File: src/rtl/orda_pkg.sv
// Package: constants, register indexes and control types of the distance averager.
`timescale 1ns / 1ps
package orda_pkg;

  localparam int SAMPLES   = 5;
  localparam int IDX_W     = (SAMPLES > 1) ? $clog2(SAMPLES) : 1;
  localparam int CNT_W     = $clog2(SAMPLES + 1);
  localparam int DIST_W    = 11;
  localparam int STORE_W   = 10;
  localparam int SUM_W     = 14;
  localparam int BOUND_W   = 11;
  localparam int KEPT_W    = 5;
  localparam int LIMIT_W   = 10;
  localparam int MARGIN_W  = 8;
  localparam int CFG_W     = 10;
  localparam int CFG_IDX_W = 1;
  localparam int DIV_CNT_W = $clog2(SUM_W);

  localparam logic [LIMIT_W-1:0]  LIMIT_RST  = LIMIT_W'(400);
  localparam logic [MARGIN_W-1:0] MARGIN_RST = MARGIN_W'(5);

  typedef enum logic [CFG_IDX_W-1:0] {
    REG_VALID_LIMIT = 1'b0,
    REG_DEV_MARGIN  = 1'b1
  } cfg_idx_e;

  typedef enum logic [1:0] {
    DIV_MEAN = 2'd0,
    DIV_DEV  = 2'd1,
    DIV_KEPT = 2'd2
  } div_src_e;

  typedef struct packed {
    logic     accept;
    logic     clr_batch;
    logic     clr_scan;
    logic     dev_step;
    logic     keep_step;
    logic     div_start;
    div_src_e div_src;
    logic     ld_mean;
    logic     ld_bound;
    logic     ld_avg;
    logic     ld_none;
  } ctrl_cmd_t;

  typedef struct packed {
    logic last_pos;
    logic count_zero;
    logic kept_zero;
    logic scan_last;
    logic div_done;
    logic out_valid;
  } dp_status_t;

endpackage

File: src/rtl/orda_if.sv
// Stream interfaces: sample channel and result channel.
`timescale 1ns / 1ps
interface orda_sample_if;
  logic                                   valid;
  logic                                   ready;
  logic signed [orda_pkg::DIST_W-1:0]     sample_distance;

  modport source (output valid, output sample_distance, input ready);
  modport sink   (input valid, input sample_distance, output ready);
endinterface

interface orda_result_if;
  logic                                   valid;
  logic                                   ready;
  logic signed [orda_pkg::DIST_W-1:0]     filtered_distance;
  logic        [orda_pkg::KEPT_W-1:0]     kept_count;

  modport source (output valid, output filtered_distance, output kept_count, input ready);
  modport sink   (input valid, input filtered_distance, input kept_count, output ready);
endinterface

File: src/rtl/orda_div.sv
// Iterative restoring divider: one quotient bit per cycle.
`timescale 1ns / 1ps
module orda_div (
  input  logic                        clk_i,
  input  logic                        rst_ni,
  input  logic                        start_i,
  input  logic [orda_pkg::SUM_W-1:0]  dividend_i,
  input  logic [orda_pkg::CNT_W-1:0]  divisor_i,
  output logic [orda_pkg::SUM_W-1:0]  quotient_o,
  output logic                        done_o
);

  logic [orda_pkg::CNT_W-1:0]     rem_q, rem_d;
  logic [orda_pkg::SUM_W-1:0]     quo_q, quo_d;
  logic [orda_pkg::CNT_W-1:0]     dvs_q, dvs_d;
  logic [orda_pkg::DIV_CNT_W-1:0] cnt_q, cnt_d;
  logic                           busy_q, busy_d;
  logic                           done_q, done_d;
  logic [orda_pkg::CNT_W:0]       trial;
  logic [orda_pkg::CNT_W:0]       diff;
  logic                           ge;

  always_comb begin
    trial = {rem_q, quo_q[orda_pkg::SUM_W-1]};
    ge    = (trial >= {1'b0, dvs_q});
    diff  = trial - {1'b0, dvs_q};
    rem_d  = rem_q;
    quo_d  = quo_q;
    dvs_d  = dvs_q;
    cnt_d  = cnt_q;
    busy_d = busy_q;
    done_d = 1'b0;
    if (start_i) begin
      rem_d  = '0;
      quo_d  = dividend_i;
      dvs_d  = divisor_i;
      cnt_d  = '0;
      busy_d = 1'b1;
    end else if (busy_q) begin
      rem_d = ge ? diff[orda_pkg::CNT_W-1:0] : trial[orda_pkg::CNT_W-1:0];
      quo_d = {quo_q[orda_pkg::SUM_W-2:0], ge};
      cnt_d = cnt_q + 1'b1;
      if (cnt_q == orda_pkg::DIV_CNT_W'(orda_pkg::SUM_W - 1)) begin
        busy_d = 1'b0;
        done_d = 1'b1;
      end
    end
  end

  always_ff @(posedge clk_i or negedge rst_ni) begin
    if (!rst_ni) begin
      cnt_q  <= '0;
      busy_q <= 1'b0;
      done_q <= 1'b0;
    end else begin
      cnt_q  <= cnt_d;
      busy_q <= busy_d;
      done_q <= done_d;
    end
  end

  always_ff @(posedge clk_i) begin
    rem_q <= rem_d;
    quo_q <= quo_d;
    dvs_q <= dvs_d;
  end

  assign quotient_o = quo_q;
  assign done_o     = done_q;

  a_start_idle : assert property (@(posedge clk_i) disable iff (!rst_ni)
    start_i |-> !busy_q) else $error("divider restarted while busy");
  a_done_after_busy : assert property (@(posedge clk_i) disable iff (!rst_ni)
    done_q |-> !busy_q && $past(busy_q)) else $error("done without a running division");

endmodule

File: src/rtl/orda_dp.sv
// Datapath: config registers, sample store, batch sums, divider and result register.
`timescale 1ns / 1ps
module orda_dp (
  input  logic                                clk_i,
  input  logic                                rst_ni,
  input  logic                                cfg_we_i,
  input  logic [orda_pkg::CFG_IDX_W-1:0]      cfg_idx_i,
  input  logic [orda_pkg::CFG_W-1:0]          cfg_data_i,
  input  orda_pkg::ctrl_cmd_t                 cmd_i,
  output orda_pkg::dp_status_t                status_o,
  input  logic signed [orda_pkg::DIST_W-1:0]  sample_distance_i,
  input  logic                                out_ready_i,
  output logic                                out_valid_o,
  output logic signed [orda_pkg::DIST_W-1:0]  filtered_distance_o,
  output logic [orda_pkg::KEPT_W-1:0]         kept_count_o
);

  logic [orda_pkg::LIMIT_W-1:0]  limit_q;
  logic [orda_pkg::MARGIN_W-1:0] margin_q;
  logic [orda_pkg::STORE_W-1:0]  store_q [orda_pkg::SAMPLES];
  logic [orda_pkg::CNT_W-1:0]    count_q, pos_q, idx_q, kept_q;
  logic [orda_pkg::SUM_W-1:0]    sum_q, dev_sum_q, kept_sum_q;
  logic [orda_pkg::STORE_W-1:0]  mean_q;
  logic [orda_pkg::BOUND_W-1:0]  bound_q;
  logic signed [orda_pkg::DIST_W-1:0] res_dist_q;
  logic [orda_pkg::KEPT_W-1:0]   res_kept_q;
  logic                          out_valid_q;

  logic                          sample_ok;
  logic [orda_pkg::STORE_W-1:0]  cur, absdiff;
  logic                          in_bound;
  logic [orda_pkg::SUM_W-1:0]    div_dividend, quotient;
  logic [orda_pkg::CNT_W-1:0]    div_divisor;
  logic                          div_done;

  assign sample_ok = !sample_distance_i[orda_pkg::DIST_W-1]
                  && (sample_distance_i != '0)
                  && (sample_distance_i[orda_pkg::STORE_W-1:0] < limit_q)
                  && (count_q < orda_pkg::CNT_W'(orda_pkg::SAMPLES));

  assign cur      = store_q[idx_q[orda_pkg::IDX_W-1:0]];
  assign absdiff  = (cur > mean_q) ? (cur - mean_q) : (mean_q - cur);
  assign in_bound = ({1'b0, absdiff} < bound_q);

  always_comb begin
    unique case (cmd_i.div_src)
      orda_pkg::DIV_MEAN: begin
        div_dividend = sum_q;
        div_divisor  = count_q;
      end
      orda_pkg::DIV_DEV: begin
        div_dividend = dev_sum_q;
        div_divisor  = count_q;
      end
      default: begin
        div_dividend = kept_sum_q;
        div_divisor  = kept_q;
      end
    endcase
  end

  orda_div u_div (
    .clk_i      (clk_i),
    .rst_ni     (rst_ni),
    .start_i    (cmd_i.div_start),
    .dividend_i (div_dividend),
    .divisor_i  (div_divisor),
    .quotient_o (quotient),
    .done_o     (div_done)
  );

  always_ff @(posedge clk_i or negedge rst_ni) begin
    if (!rst_ni) begin
      limit_q  <= orda_pkg::LIMIT_RST;
      margin_q <= orda_pkg::MARGIN_RST;
    end else if (cfg_we_i) begin
      unique case (orda_pkg::cfg_idx_e'(cfg_idx_i))
        orda_pkg::REG_VALID_LIMIT: limit_q  <= cfg_data_i[orda_pkg::LIMIT_W-1:0];
        orda_pkg::REG_DEV_MARGIN:  margin_q <= cfg_data_i[orda_pkg::MARGIN_W-1:0];
      endcase
    end
  end

  always_ff @(posedge clk_i or negedge rst_ni) begin
    if (!rst_ni) begin
      count_q     <= '0;
      pos_q       <= '0;
      sum_q       <= '0;
      idx_q       <= '0;
      kept_q      <= '0;
      out_valid_q <= 1'b0;
    end else begin
      if (cmd_i.clr_batch) begin
        count_q <= '0;
        pos_q   <= '0;
        sum_q   <= '0;
      end else if (cmd_i.accept) begin
        pos_q <= pos_q + 1'b1;
        if (sample_ok) begin
          count_q <= count_q + 1'b1;
          sum_q   <= sum_q + orda_pkg::SUM_W'(sample_distance_i[orda_pkg::STORE_W-1:0]);
        end
      end
      if (cmd_i.clr_scan) begin
        idx_q  <= '0;
        kept_q <= '0;
      end else if (cmd_i.dev_step) begin
        idx_q <= idx_q + 1'b1;
      end else if (cmd_i.keep_step) begin
        idx_q <= idx_q + 1'b1;
        if (in_bound) begin
          kept_q <= kept_q + 1'b1;
        end
      end
      if (cmd_i.ld_avg || cmd_i.ld_none) begin
        out_valid_q <= 1'b1;
      end else if (out_valid_q && out_ready_i) begin
        out_valid_q <= 1'b0;
      end
    end
  end

  always_ff @(posedge clk_i) begin
    if (cmd_i.accept && sample_ok) begin
      store_q[count_q[orda_pkg::IDX_W-1:0]] <= sample_distance_i[orda_pkg::STORE_W-1:0];
    end
    if (cmd_i.clr_scan) begin
      dev_sum_q  <= '0;
      kept_sum_q <= '0;
    end else if (cmd_i.dev_step) begin
      dev_sum_q <= dev_sum_q + orda_pkg::SUM_W'(absdiff);
    end else if (cmd_i.keep_step && in_bound) begin
      kept_sum_q <= kept_sum_q + orda_pkg::SUM_W'(cur);
    end
    if (cmd_i.ld_mean) begin
      mean_q <= quotient[orda_pkg::STORE_W-1:0];
    end
    if (cmd_i.ld_bound) begin
      bound_q <= {1'b0, quotient[orda_pkg::STORE_W-1:0]} + orda_pkg::BOUND_W'(margin_q);
    end
    if (cmd_i.ld_avg) begin
      res_dist_q <= {1'b0, quotient[orda_pkg::STORE_W-1:0]};
      res_kept_q <= orda_pkg::KEPT_W'(kept_q);
    end else if (cmd_i.ld_none) begin
      res_dist_q <= '1;
      res_kept_q <= '0;
    end
  end

  always_comb begin
    status_o.last_pos   = (pos_q == orda_pkg::CNT_W'(orda_pkg::SAMPLES - 1));
    status_o.count_zero = (count_q == '0);
    status_o.kept_zero  = (kept_q == '0);
    status_o.scan_last  = (idx_q == count_q - 1'b1);
    status_o.div_done   = div_done;
    status_o.out_valid  = out_valid_q;
  end

  assign out_valid_o         = out_valid_q;
  assign filtered_distance_o = res_dist_q;
  assign kept_count_o        = res_kept_q;

  a_no_overwrite : assert property (@(posedge clk_i) disable iff (!rst_ni)
    (cmd_i.ld_avg || cmd_i.ld_none) |-> !out_valid_q)
    else $error("result register overwritten before transfer");
  a_count_bound : assert property (@(posedge clk_i) disable iff (!rst_ni)
    (count_q <= orda_pkg::CNT_W'(orda_pkg::SAMPLES)) && (count_q <= pos_q))
    else $error("valid count out of range");

endmodule

File: src/rtl/orda_ctrl.sv
// Controller: batch collection and the finish sequence of the averager.
`timescale 1ns / 1ps
module orda_ctrl (
  input  logic                 clk_i,
  input  logic                 rst_ni,
  input  logic                 in_valid_i,
  output logic                 in_ready_o,
  input  orda_pkg::dp_status_t status_i,
  output orda_pkg::ctrl_cmd_t  cmd_o
);

  typedef enum logic [7:0] {
    ST_IDLE    = 8'b0000_0001,
    ST_CHECK   = 8'b0000_0010,
    ST_MEAN    = 8'b0000_0100,
    ST_DEV     = 8'b0000_1000,
    ST_DEVGO   = 8'b0001_0000,
    ST_DEVDIV  = 8'b0010_0000,
    ST_KEEP    = 8'b0100_0000,
    ST_KEEPDIV = 8'b1000_0000
  } state_e;

  state_e state_q, state_d;
  logic   ready;
  logic   kick_q, kick_d;

  assign ready      = (state_q == ST_IDLE) && !(status_i.last_pos && status_i.out_valid);
  assign in_ready_o = ready;

  always_comb begin
    state_d       = state_q;
    cmd_o         = '0;
    cmd_o.div_src = orda_pkg::DIV_MEAN;
    unique case (state_q)
      ST_IDLE: begin
        cmd_o.accept = in_valid_i && ready;
        if (cmd_o.accept && status_i.last_pos) begin
          state_d = ST_CHECK;
        end
      end
      ST_CHECK: begin
        if (status_i.count_zero) begin
          cmd_o.ld_none   = 1'b1;
          cmd_o.clr_batch = 1'b1;
          state_d         = ST_IDLE;
        end else begin
          cmd_o.div_start = 1'b1;
          state_d         = ST_MEAN;
        end
      end
      ST_MEAN: begin
        if (status_i.div_done) begin
          cmd_o.ld_mean  = 1'b1;
          cmd_o.clr_scan = 1'b1;
          state_d        = ST_DEV;
        end
      end
      ST_DEV: begin
        cmd_o.dev_step = 1'b1;
        if (status_i.scan_last) begin
          state_d = ST_DEVGO;
        end
      end
      ST_DEVGO: begin
        cmd_o.div_src   = orda_pkg::DIV_DEV;
        cmd_o.div_start = 1'b1;
        state_d         = ST_DEVDIV;
      end
      ST_DEVDIV: begin
        cmd_o.div_src = orda_pkg::DIV_DEV;
        if (status_i.div_done) begin
          cmd_o.ld_bound = 1'b1;
          cmd_o.clr_scan = 1'b1;
          state_d        = ST_KEEP;
        end
      end
      ST_KEEP: begin
        cmd_o.keep_step = 1'b1;
        if (status_i.scan_last) begin
          state_d = ST_KEEPDIV;
        end
      end
      ST_KEEPDIV: begin
        cmd_o.div_src = orda_pkg::DIV_KEPT;
        if (kick_q) begin
          if (status_i.kept_zero) begin
            cmd_o.ld_none   = 1'b1;
            cmd_o.clr_batch = 1'b1;
            state_d         = ST_IDLE;
          end else begin
            cmd_o.div_start = 1'b1;
          end
        end else if (status_i.div_done) begin
          cmd_o.ld_avg    = 1'b1;
          cmd_o.clr_batch = 1'b1;
          state_d         = ST_IDLE;
        end
      end
      default: begin
        state_d = ST_IDLE;
      end
    endcase
  end

  // the kept-sample division starts in the cycle after the last scan step, or finishes empty
  always_comb begin
    kick_d = (state_q == ST_KEEP) && status_i.scan_last;
  end

  always_ff @(posedge clk_i or negedge rst_ni) begin
    if (!rst_ni) begin
      state_q <= ST_IDLE;
      kick_q  <= 1'b0;
    end else begin
      state_q <= state_d;
      kick_q  <= kick_d;
    end
  end

  a_kick_in_keepdiv : assert property (@(posedge clk_i) disable iff (!rst_ni)
    kick_q |-> state_q == ST_KEEPDIV) else $error("kept division launched out of sequence");

endmodule

File: src/rtl/outlier_rejecting_distance_average.sv
// Top level of the outlier-rejecting distance averager.
//
//   channel   direction  handshake      payload
//   sample_i  in         valid/ready    sample_distance (11b signed)
//   result_o  out        valid/ready    filtered_distance (11b signed), kept_count (5b)
//   cfg       in         cfg_we_i       cfg_idx_i (1b), cfg_data_i (10b)
//
// Samples are accepted while idle; the last sample of a batch starts a finish pass
// that runs the 14-step shared divider for the mean, the mean deviation and the kept
// average, which with no valid sample or nothing kept gives way to the empty result.
// Reset sets valid_limit to 400, deviation_margin to 5 and empties the batch.
// A result waits in its output register; samples keep transferring until the
// last sample of the next batch, which waits until that result is taken.
`timescale 1ns / 1ps
module outlier_rejecting_distance_average (
  input  logic                            clk_i,
  input  logic                            rst_ni,
  input  logic                            cfg_we_i,
  input  logic [orda_pkg::CFG_IDX_W-1:0]  cfg_idx_i,
  input  logic [orda_pkg::CFG_W-1:0]      cfg_data_i,
  orda_sample_if.sink                     sample_i,
  orda_result_if.source                   result_o
);

  orda_pkg::ctrl_cmd_t  cmd;
  orda_pkg::dp_status_t status;

  orda_ctrl u_ctrl (
    .clk_i      (clk_i),
    .rst_ni     (rst_ni),
    .in_valid_i (sample_i.valid),
    .in_ready_o (sample_i.ready),
    .status_i   (status),
    .cmd_o      (cmd)
  );

  orda_dp u_dp (
    .clk_i               (clk_i),
    .rst_ni              (rst_ni),
    .cfg_we_i            (cfg_we_i),
    .cfg_idx_i           (cfg_idx_i),
    .cfg_data_i          (cfg_data_i),
    .cmd_i               (cmd),
    .status_o            (status),
    .sample_distance_i   (sample_i.sample_distance),
    .out_ready_i         (result_o.ready),
    .out_valid_o         (result_o.valid),
    .filtered_distance_o (result_o.filtered_distance),
    .kept_count_o        (result_o.kept_count)
  );

endmodule

File: src/flat_wrapper.sv
// flat-port wrapper written by rule: the top's interface ports become plain ports
module outlier_rejecting_distance_average_flat 
  (clk_i, rst_ni, cfg_we_i, cfg_idx_i, cfg_data_i, sample_i_valid, sample_i_sample_distance, sample_i_ready, result_o_valid, result_o_filtered_distance, result_o_kept_count, result_o_ready);
  orda_sample_if sample_i_i ();
  orda_result_if result_o_i ();
  input  logic clk_i;
  input  logic rst_ni;
  input  logic cfg_we_i;
  input  logic [orda_pkg::CFG_IDX_W-1:0] cfg_idx_i;
  input  logic [orda_pkg::CFG_W-1:0] cfg_data_i;
  input wire logic [$bits(sample_i_i.valid)-1:0] sample_i_valid;
  input wire logic [$bits(sample_i_i.sample_distance)-1:0] sample_i_sample_distance;
  output wire logic [$bits(sample_i_i.ready)-1:0] sample_i_ready;
  output wire logic [$bits(result_o_i.valid)-1:0] result_o_valid;
  output wire logic [$bits(result_o_i.filtered_distance)-1:0] result_o_filtered_distance;
  output wire logic [$bits(result_o_i.kept_count)-1:0] result_o_kept_count;
  input wire logic [$bits(result_o_i.ready)-1:0] result_o_ready;
  assign sample_i_i.valid = sample_i_valid;
  assign sample_i_i.sample_distance = sample_i_sample_distance;
  assign sample_i_ready = sample_i_i.ready;
  assign result_o_valid = result_o_i.valid;
  assign result_o_filtered_distance = result_o_i.filtered_distance;
  assign result_o_kept_count = result_o_i.kept_count;
  assign result_o_i.ready = result_o_ready;
  outlier_rejecting_distance_average u_core (.clk_i(clk_i), .rst_ni(rst_ni), .cfg_we_i(cfg_we_i), .cfg_idx_i(cfg_idx_i), .cfg_data_i(cfg_data_i), .sample_i(sample_i_i), .result_o(result_o_i));
endmodule
File: config.mk
export PLATFORM = sky130hd
export DESIGN_NAME = outlier_rejecting_distance_average_flat
export DESIGN_NICKNAME = d
export VERILOG_FILES = /design/src/rtl/orda_pkg.sv /design/src/rtl/orda_if.sv /design/src/rtl/orda_div.sv /design/src/rtl/orda_dp.sv /design/src/rtl/orda_ctrl.sv /design/src/rtl/outlier_rejecting_distance_average.sv /design/src/flat_wrapper.sv
export SDC_FILE = /design/constraint.sdc
export NUM_CORES = 1
export LEC_CHECK = 0
export ABC_CLOCK_PERIOD_IN_PS = 6140
export BUFFER_PORTS_ARGS = -buffer_cell sky130_fd_sc_hd__clkbuf_2
export CELL_PAD_IN_SITES_DETAIL_PLACEMENT = 0
export CELL_PAD_IN_SITES_GLOBAL_PLACEMENT = 1
export CORE_MARGIN = 5
export CORE_UTILIZATION = 35
export DETAILED_ROUTE_END_ITERATION = 12
export GPL_ROUTABILITY_DRIVEN = 0
export PLACE_DENSITY_LB_ADDON = 0.08
export SLEW_MARGIN = 20
export SYNTH_ARGS = -nofsm -noshare
export SYNTH_HDL_FRONTEND = slang
export SYNTH_HIERARCHICAL = 1
export SYNTH_SLANG_ARGS = --single-unit
File: constraint.sdc
create_clock -name clk_i -period 6.14 [get_ports clk_i]
set_clock_uncertainty 0.05 [all_clocks]
set_input_delay 0.614 -clock clk_i [delete_from_list [all_inputs] [get_ports clk_i]]
set_output_delay 0.614 -clock clk_i [all_outputs]
set_load 0.03 [all_outputs]
==> flow_summary.html <==
<table>
<tr><th>Metric</th><th>Value</th></tr>
<tr><th colspan="2">Run status</th></tr>
<tr><td>Status</td><td>complete, no violations</td></tr>
<tr><th colspan="2">Global route</th></tr>
<tr><td>Wire length of the first global-routing pass</td><td>47500 um</td></tr>
<tr><td>Overflow left after global routing</td><td>0</td></tr>
<tr><td>Gr usage total</td><td>0.173</td></tr>
<tr><td>Number of global-route vias before repair</td><td>7922</td></tr>
<tr><td>Maximum number of pins on one net before global-route repair</td><td>61</td></tr>
<tr><td>Initial antenna violation count</td><td>1</td></tr>
<tr><th colspan="2">STA</th></tr>
<tr><td>Total count of hold-check failures in the final report</td><td>0</td></tr>
<tr><td>Setup Viol. Count Final</td><td>0</td></tr>
<tr><td>Worst slew margin relative to its limit</td><td>0.426</td></tr>
<tr><td>Hold WS</td><td>0.292 ns</td></tr>
<tr><td>Worst-margin pin slew</td><td>0.860 ns</td></tr>
<tr><td>Final worst-path cycle share</td><td>0.921</td></tr>
<tr><td>Minimum clock period</td><td>5.65 ns</td></tr>
<tr><td>Slew Limit Fails</td><td>0</td></tr>
<tr><td>Final-layout setup total negative slack</td><td>0 ns</td></tr>
<tr><td>Upper clock frequency limit</td><td>0.177 GHz</td></tr>
<tr><th colspan="2">Critical path</th></tr>
<tr><td>Startpoint-to-endpoint class of the critical path</td><td>reg2reg</td></tr>
<tr><td>Data required time of the critical path</td><td>6.48 ns</td></tr>
<tr><td>Count of buffering cells on the critical path with inverters included</td><td>3</td></tr>
<tr><td>Internal reg-to-reg setup slack</td><td>0.49 ns</td></tr>
<tr><td>Worst Reg-to-Reg Cells</td><td>18</td></tr>
<tr><td>Critical path capture point type</td><td>flip-flop</td></tr>
<tr><td>Worst stage delay on the critical path</td><td>0.67 ns</td></tr>
<tr><td>Top delay family on crit path</td><td>compound AO/OA/AOI/OAI gates</td></tr>
<tr><td>Depth of the critical timing path with buffers and inverters included</td><td>18</td></tr>
<tr><td>Critical Path Start Type</td><td>flip-flop</td></tr>
<tr><td>Worst flop-to-flop path startpoint</td><td>u_core/u_dp/idx_q[0]</td></tr>
<tr><td>Largest driver fanout on the critical path</td><td>15</td></tr>
<tr><td>Critical Path, Cell by Cell</td><td>buf_4, mux4_2, mux2i_1, inv_1, ha_1, nand4_1, o311ai_0, o21ai_4, mux2i_1, xor2_1, ha_1, o21ai_0, o21ai_1, o221ai_1, a32oi_2, buf_4, or3_1, a21oi_1</td></tr>
<tr><td>Worst setup path start</td><td>u_core/u_dp/idx_q[0]</td></tr>
<tr><td>Critical Path AT</td><td>5.99 ns</td></tr>
<tr><td>Crit path max-delay cell type</td><td>dfrtp_1</td></tr>
<tr><td>Crit Reg-Reg Endpoint</td><td>u_core/u_dp/kept_sum_q[10]</td></tr>
<tr><th colspan="2">Floorplan</th></tr>
<tr><td>Area of the die</td><td>35900 um2</td></tr>
<tr><td>Std-Cell Core Area</td><td>31700 um2</td></tr>
<tr><td>I/O pins</td><td>45</td></tr>
<tr><td>Horizontal die dimension</td><td>190 um</td></tr>
<tr><td>Site row count</td><td>65</td></tr>
<tr><td>Initial Util</td><td>0.356</td></tr>
<tr><td>Die height</td><td>190 um</td></tr>
<tr><th colspan="2">Synth</th></tr>
<tr><td>Post-synth EDFFs</td><td>101</td></tr>
<tr><td>Most used DFF post-synth</td><td>edfxtp_1</td></tr>
<tr><td>Syn Inst Count</td><td>1046</td></tr>
<tr><td>Mean post-synth cell area</td><td>10.8 um2</td></tr>
<tr><td>Number of distinct library cell variants in the gate-level netlist after synthesis</td><td>83</td></tr>
<tr><td>Cell area after synthesis</td><td>11300 um2</td></tr>
<tr><td>FFs w/ async S/R, synth</td><td>0.311</td></tr>
<tr><td>Fraction of synthesized cell area taken by the top area cell type</td><td>0.269</td></tr>
<tr><td>Largest area contributor in the netlist</td><td>edfxtp_1</td></tr>
<tr><td>Number of synthesized register bits</td><td>193</td></tr>
<tr><td>Total of warnings raised by yosys</td><td>6</td></tr>
<tr><td>Main area contributors after synthesis</td><td>edfxtp_1 27%, dfrtp_1 12%, ha_1 9.8%</td></tr>
<tr><td>Part of the Yosys area used for sequential elements</td><td>0.459</td></tr>
<tr><th colspan="2">Hold path</th></tr>
<tr><td>Class of the worst hold path</td><td>in2async</td></tr>
<tr><th colspan="2">Cells and area</th></tr>
<tr><td>Finished Layout Cells</td><td>1505</td></tr>
<tr><td># nets final</td><td>1212</td></tr>
<tr><td>Post-layout utilization of the core</td><td>0.398</td></tr>
<tr><td>Most common cell after layout, fill and taps aside</td><td>edfxtp_1</td></tr>
<tr><td>Synth-to-Final Area Change</td><td>11.9%</td></tr>
<tr><td>Commonest non-fill, non-tap cells in the layout</td><td>101 x edfxtp_1, 88 x ha_1, 80 x nor2_1, 77 x inv_1, 66 x nand2_1</td></tr>
<tr><td>Final Instance Area</td><td>12600 um2</td></tr>
<tr><td>Share of layout cells above drive strength 1</td><td>0.153</td></tr>
<tr><td>Number of diodes added for antenna fixing</td><td>0</td></tr>
<tr><th colspan="2">Drt</th></tr>
<tr><td>Via count</td><td>7898</td></tr>
<tr><td>DR DRC count</td><td>0</td></tr>
<tr><td>Starting DRC count in detailed routing</td><td>461</td></tr>
<tr><td>Drt total wl</td><td>30200 um</td></tr>
<tr><td>Vias per std cell</td><td>5.25</td></tr>
<tr><td>Routed WL per cell</td><td>20.0 um</td></tr>
<tr><td>Number of routed nets with antenna violations</td><td>0</td></tr>
<tr><td>First drt pass iteration count</td><td>4</td></tr>
<tr><th colspan="2">Clock tree</th></tr>
<tr><td>Clock slew at reported path FFs</td><td>0.08 ns</td></tr>
<tr><td>CTS tree</td><td>built</td></tr>
<tr><td>H-tree depth reported by CTS</td><td>4</td></tr>
<tr><td>Post-CTS Hold Buffers</td><td>0</td></tr>
<tr><td>Library cell used as clock root buffer</td><td>clkbuf_16</td></tr>
<tr><td>Worst-case clock buffer depth</td><td>2</td></tr>
<tr><td>Later-pin clock latency in the skew report</td><td>0.45 ns</td></tr>
<tr><td>CTS Buf Count</td><td>17</td></tr>
<tr><td>Clock sinks</td><td>193</td></tr>
<tr><th colspan="2">Job</th></tr>
<tr><td>Max-Cap Viols</td><td>0</td></tr>
<tr><th colspan="2">Placement</th></tr>
<tr><td>Number of port buffers</td><td>42</td></tr>
<tr><td>Placed wire-length estimate after detailed placement</td><td>23100 um</td></tr>
<tr><td>Post-DP Area</td><td>12000 um2</td></tr>
<tr><td>Post-Place Cells</td><td>1473</td></tr>
<tr><th colspan="2">Power and ir drop</th></tr>
<tr><td>Maximum resistive drop on vdd</td><td>0.000193 V</td></tr>
<tr><td>Leakage Power</td><td>5.26 nW</td></tr>
<tr><td>Power per standard cell area</td><td>369 nW/um2</td></tr>
</table>
==> stage by stage <==
| stage | setup WS (ns) | total power (W) |
|---|---|---|
| after detailed placement | 0.210 | 0.00354 |
| after floorplan | 1.38 | 0.00304 |
| after global placement | 0.347 | 0.00355 |
| after global routing | -0.0326 | 0.00499 |
| final | 0.485 | 0.00466 |
| after CTS | 0.179 | 0.00471 |
==> layer usage <==
| metal | global-route usage | part of all wire | wire [um] |
|---|---|---|---|
| met4 | 0.0492 | 0.017 | 505 |
| met1 | 0.250 | 0.50 | 15000 |
| met2 | 0.274 | 0.45 | 13700 |
| met3 | 0.0240 | 0.032 | 980 |
| met5 | 0 | 0 | 0 |
==> repair_timing <==
item,in CTS,in global routing
buffers inserted,0,0
setup endpoints to repair,0,20
resized for setup,0,2
==> state kept, by name, indices dropped and copies added (netlist names), 10 cells and up <==
signal	cells
u_core/u_dp/filtered_distance_o	11
u_core/u_dp/limit_q	10
u_core/u_dp/u_div/quotient_o	14
u_core/u_dp/dev_sum_q	14
u_core/u_dp/kept_sum_q	14
u_core/u_dp/sum_q	14
u_core/u_dp/store_q	50
u_core/u_dp/mean_q	10
u_core/u_dp/bound_q	11
==> cell type report <==
type	count	area [um2]
multi-input cells	739	5680
inverters	77	289
clock inverters	15	178
flip-flops and latches	193	5180
repair buffers	62	360
clock buffers	17	425
well taps	402	503
fillers	3100	19100
==> cells by family after synthesis <==
kind of cell               after synthesis  share of synthesized area
other                                    1                   0.000332
and+or+nand+nor                        286                      0.131
DFF                                    193                      0.459
buffers and inverters                  115                     0.0419
AOI/OAI and AO/OA                      218                      0.126
xor gates and xnor gates                44                     0.0342
adders and majority gates               95                      0.110
muxes                                   94                     0.0976
==> synthesized netlist by cell type (11+ instances only) <==
library cell and count:
nand2b_1 18, xnor2_1 29, and2_1 11, a21o_1 20, nor2b_1 12, edfxtp_1 101, nand3_1 21, mux2i_1 56
ha_1 88, a21oi_1 51, inv_1 77, mux2_2 26, xor2_1 15, nand2_1 66, dfrtp_1 54, o21ai_1 11
o21ai_0 58, clkbuf_1 19, nor2_1 81, dfxtp_1 32
==> worst reg2reg max path, delay by kind of cell (launching register included) <==
family	cells	cell delay [ns]
buffers and inverters	3	0.71
multiplexers	3	0.99
adder cells (fa/ha/maj)	2	0.73
flip-flops	1	0.67
AND/OR/NAND/NOR	2	0.50
XOR/XNOR	1	0.34
AO/OA/AOI/OAI	7	1.60
==> power by group <==
group          switching [W]  total, W  internal [W]
clock network       0.000586   0.00114      0.000553
registers           0.000263   0.00187       0.00160
logic               0.000927   0.00165      0.000725
==> worst max-delay path by stage <==
stage                     slack [ns]                         end
after floorplan                 1.38    u_core/u_dp/dev_sum_q[9]
after global placement          0.35   u_core/u_dp/kept_sum_q[2]
after detailed placement        0.21   u_core/u_dp/kept_sum_q[3]
after CTS                       0.18   u_core/u_dp/kept_sum_q[3]
after global routing           -0.03  u_core/u_dp/kept_sum_q[10]
final                           0.49  u_core/u_dp/kept_sum_q[10]
No activity file was read; power rests on OpenSTA's default activity.
